$ cat src/rtl/jpi_pkg.sv
// Shared constants and types for the Jones product inverse block.
package jpi_pkg;
   // Default width of one real or imaginary part
   localparam int DEFAULT_PART_WIDTH = 32;
   // Packed complex word layout
   localparam int WORD_WIDTH = 64;
   localparam int REAL_LSB   = 32;
   localparam int IMAG_LSB   = 0;
   // Four complex elements, eight parts: even index real, odd index imaginary
   localparam int NUM_ELEMS  = 4;
   localparam int NUM_PARTS  = 8;

   // Status that travels with a word down the pipeline
   typedef struct packed {
      logic valid;
      logic all_zero;
      logic sat;
   } flags_type;
endpackage

$ cat src/rtl/jpi_scale_lane.sv
// One lane of the norm scaling: rounded part * 2^FB / norm, restoring divide.
module jpi_scale_lane #(
   parameter int PART_WIDTH = jpi_pkg::DEFAULT_PART_WIDTH
) (
   input  logic                             clock,
   input  logic signed [PART_WIDTH-1:0]     part,
   input  logic        [PART_WIDTH:0]       norm,
   output logic signed [PART_WIDTH/2+1:0]   scaled
);
   localparam int FB = PART_WIDTH / 2;
   localparam int RW = PART_WIDTH + FB + 2;
   localparam int NS = FB + 2;

   logic [RW-1:0]       r_ff   [NS];
   logic [PART_WIDTH:0] f_ff   [NS];
   logic [FB:0]         q_ff   [NS];
   logic                neg_ff [NS];
   logic [PART_WIDTH-1:0] mag;

   // Setup: magnitude with rounding offset
   assign mag = part[PART_WIDTH-1] ? PART_WIDTH'(-part) : PART_WIDTH'(part);

   always_ff @(posedge clock) begin
      r_ff[0]   <= (RW'(mag) << FB) + RW'(norm >> 1);
      f_ff[0]   <= norm;
      q_ff[0]   <= '0;
      neg_ff[0] <= part[PART_WIDTH-1];
   end

   // One quotient bit per stage, most significant first
   for (genvar t = 0; t <= FB; t++) begin : g_div
      logic [RW-1:0] dsh;
      logic          ge;

      assign dsh = RW'(f_ff[t]) << (FB - t);
      assign ge  = r_ff[t] >= dsh;

      always_ff @(posedge clock) begin
         r_ff[t+1]   <= ge ? r_ff[t] - dsh : r_ff[t];
         q_ff[t+1]   <= q_ff[t] | ((FB+1)'(ge) << (FB - t));
         f_ff[t+1]   <= f_ff[t];
         neg_ff[t+1] <= neg_ff[t];
      end
   end

   assign scaled = neg_ff[NS-1] ? -$signed({1'b0, q_ff[NS-1]}) : $signed({1'b0, q_ff[NS-1]});
endmodule

$ cat config.mk
export PLATFORM = sky130hd
export DESIGN_NAME = jpi_scale_lane
export DESIGN_NICKNAME = d
export VERILOG_FILES = /design/src/rtl/jpi_pkg.sv /design/src/rtl/jpi_scale_lane.sv
export SDC_FILE = /design/constraint.sdc
export NUM_CORES = 2
export LEC_CHECK = 0
export BUFFER_PORTS_ARGS = -buffer_cell sky130_fd_sc_hd__buf_4
export CAP_MARGIN = 30
export CORE_MARGIN = 3
export CORE_UTILIZATION = 50
export DETAILED_ROUTE_END_ITERATION = 8
export PLACE_DENSITY = 0.79
export SLEW_MARGIN = 0
export SYNTH_ARGS = -nofsm -noshare
export SYNTH_HDL_FRONTEND = slang
export SYNTH_SLANG_ARGS = --single-unit
export TNS_END_PERCENT = 30
$ cat constraint.sdc
create_clock -name clock -period 4.3 [get_ports clock]
set_clock_uncertainty 0.05 [all_clocks]
set_input_delay 1.075 -clock clock [delete_from_list [all_inputs] [get_ports clock]]
set_output_delay 1.075 -clock clock [all_outputs]
set_load 0.01 [all_outputs]
==> impl_metrics.yaml <==
status:
  outcome: "finished clean"
critical_path:
  critPathSlowestCell: "dfxtp_1"
  cpPeakStageDelay_ns: 0.41
  r2r-start: "f_ff[0][8]"
  setup.worst_path.start_class: "flip-flop"
  r2r_cells: 13
  path_max_fanout: 4
  worstSetupPathType: "flip-flop to output port"
  r2r_setup_slack_ns: 0.20
  crit_chain: "nor3_2, nand2_2, or3_4, or3_1, nand2b_1, o31ai_1, xnor2_1, buf_4"
  r2r_end: "r_ff[1][23]"
  timing.critical_path.required_ns: 3.17
  crit_path_end_kind: "output port"
  arrival_ns: 3.03
detailed_routing:
  drtIter0Drc: 3381
  first_pass_iters: 8
  num_vias: 55930
  route.detailed.drc: 0
  vias_per_cell: 5.589
  antenna_left: 0
  wl_per_cell_um: 17.86
  wl_um: 178700
cells_and_area:
  mostFrequentLayoutCell: "dfxtp_1"
  num_antenna_cells: 0
  regArea_um2: 28610
  syn2layout_area_growth_pct: 12.54
  fill_cells: 11970
  stdcell_count: 10010
  fin_nets: 8683
  final_area_um2: 78970
  final_cell_mix: "dfxtp_1, inv_1, a21oi_1"
  multi_input_area_um2: 38260
  final_layout_size_suffix_gt1_share_pct: 8.436
floorplan:
  die_w_um: 380.6
  dieArea_um2: 144900
  row_count: 136
  io_pins: 84
  die_y_um: 380.6
  initial_utilization_pct: 50.72
  core_area_um2: 138300
place:
  dpl-instance-area_um2: 73490
  place_inst: 9731
  io_buffer_count: 83
  place_hpwl_um: 142300
  gp_congestion: 0.9652
  place_ws_ns: -0.09580
cts:
  root_buffer: "clkbuf_16"
  clk_pin_slew_ns: 0.06
  clock_path_buffers: 3
  worstSkewPairLatency_ns: 0.80
  clock_sinks: 1429
  cts_made_buffers: 149
  tritoncts: "yes"
  cts_htree_levels: 4
  cts-hold-fix-buffers: 0
logic_synthesis:
  synth.area.mux_share_pct: 2.118
  yosys.area_share.simple_pct: 14.46
  syn_nets: 8550
  ys_ff_latch: 1429
  synthFlopType: "dfxtp_1"
  ys_warn_count: 0
  synth_area_um2: 70170
  synth_top_family_by_area: "compound AO/OA/AOI/OAI gates"
  synth_edf_count: 0
  syn_area_per_cell_um2: 8.898
  synth-compound-area-share_pct: 18.65
  ys_types: 105
  ys_seq_area_share_pct: 40.77
  synthCells: 7886
  yosys.area_share.xor_xnor_pct: 8.234
  synth_fa_ha_area_share_pct: 10.84
  async_flop_share_pct: 0
global_routing:
  grt_pass1_wl_um: 285900
  grt.overflow.total: 0
  grtUsageTotal_pct: 24.08
  grt_start_max_net_pins: 68
  first_global_vias: 56830
  antenna_found_initial: 1
timing:
  max_freq_ghz: 0.2405
  tightest_slew_ns: 0.8977
  slew_headroom_pct: 39.60
  rsz0062_at_grt: "no"
  worst_slack_ns: 0.1412
  final-max-slew-violation-count: 0
  min_period_ns: 4.159
  fin_crit_sh_pct: 96.72
  setup_viol: 0
  hold_viol_final: 0
min_path:
  hold_class: "flip-flop to flip-flop"
  whs_path_depth: 0
  hold_start: "f_ff[1][32]"
  min_to: "f_ff[2][32]"
pwr:
  vdd_drop_max_mv: 0.4054
  p_per_area_nw_per_um2: 807.2
  power_uw: 63740
  p_leak_uw: 0.03537
flow_run:
  drv_cap: 0
## cells in the mapped netlist, drive strengths merged (124+ instances only)
| master | number | share of area (%) |
|---|---|---|
| dfxtp | 1429 | 41 |
| inv | 676 | 3.6 |
| a21oi | 662 | 4.7 |
| nand2 | 596 | 3.2 |
| ha | 581 | 10 |
| o21ai | 541 | 3.9 |
| nor2 | 489 | 2.6 |
| xnor2 | 365 | 4.6 |
| xor2 | 293 | 3.7 |
| a21o | 288 | 3.1 |
| clkbuf | 198 | 1.1 |
| nand3 | 145 | 1.0 |
| nor3 | 126 | 0.91 |
| mux2 | 124 | 2.0 |
## what timing repair did
item | 4_1_cts | 5_1_grt
resized for setup | 1 | 2
pin swaps | 1 | 0
endpoints found under the setup margin | 1 | 1
buffers inserted | 0 | 0
## critical path, delay by kind of cell, from the launching register on
family          cells  cell delay (ns)
compound gates      1             0.26
xor+xnor            1             0.15
buf+inv             1             0.14
flops               1             0.41
simple gates        5             1.29
## cell families (layout without fill, tap and decap cells)
group / count (synthesis) / after routing
mux: 133 / 133
compound gates: 2100 / 2100
xor+xnor: 658 / 658
flops: 1429 / 1429
other cells: 1 / 1
simple gates: 2058 / 2058
buf+inv: 909 / 1167
fa+ha+maj: 598 / 598
## area by class of cell
| cell class | instances | area share [%] |
|---|---|---|
| multi-input combinational | 5548 | 48.44 |
| sequential | 1429 | 36.23 |
| clock buffer | 201 | 5.400 |
| inverter | 677 | 3.218 |
| tap | 1863 | 2.952 |
| timing repair buffer | 214 | 2.236 |
| clock inverter | 75 | 1.523 |
## flip-flops by register name (all words and copies together), names as in the netlist
signal and flops:
r_ff 817, q_ff 153, neg_ff 18, f_ff 441
## worst max path at each step
stage,from,end,slack [ns],depth (start not counted)
finish,q_ff[17][0],scaled[15],0.14,8
global route,f_ff[0][9],r_ff[1][31],0.03,13
CTS,q_ff[17][0],scaled[15],0.02,8
detailed placement,part[1],r_ff[0][43],-0.1,17
global placement,part[0],r_ff[0][46],-0.1,14
floorplan,part[31],r_ff[0][40],0.06,16
## report_power, final
| group | switching [µW] | total [µW] | internal, µW |
|---|---|---|---|
| Combinational | 16800 | 29800 | 13000 |
| Clock | 5510 | 13900 | 8390 |
| Sequential | 2600 | 20000 | 17400 |
| Total | 24900 | 63700 | 38800 |
## through the flow
step / hold WS [ns] / utilization (%) / TNS [ns]
2_1_floorplan: 0.2596 / - / 0
3_3_place_gp: 0.2597 / 53.12 / -0.2934
3_5_place_dp: 0.2621 / 53.12 / -0.5517
4_1_cts: 0.2635 / 57.08 / 0
5_1_grt: 0.2715 / 57.08 / 0
6_report: 0.2681 / 57.08 / 0
## layer usage
metal  wire [µm]  GRT usage [%]  share of wire, %  vias up
met5           0              0                 0        -
met4       12770          15.89               7.1        0
met3        6413          3.068               3.6      589
met2       94810          47.29                53     1537
met1       64760          23.29                36    25920
li1            -              -                 -    27880
Power figures use the tool's default switching activity.
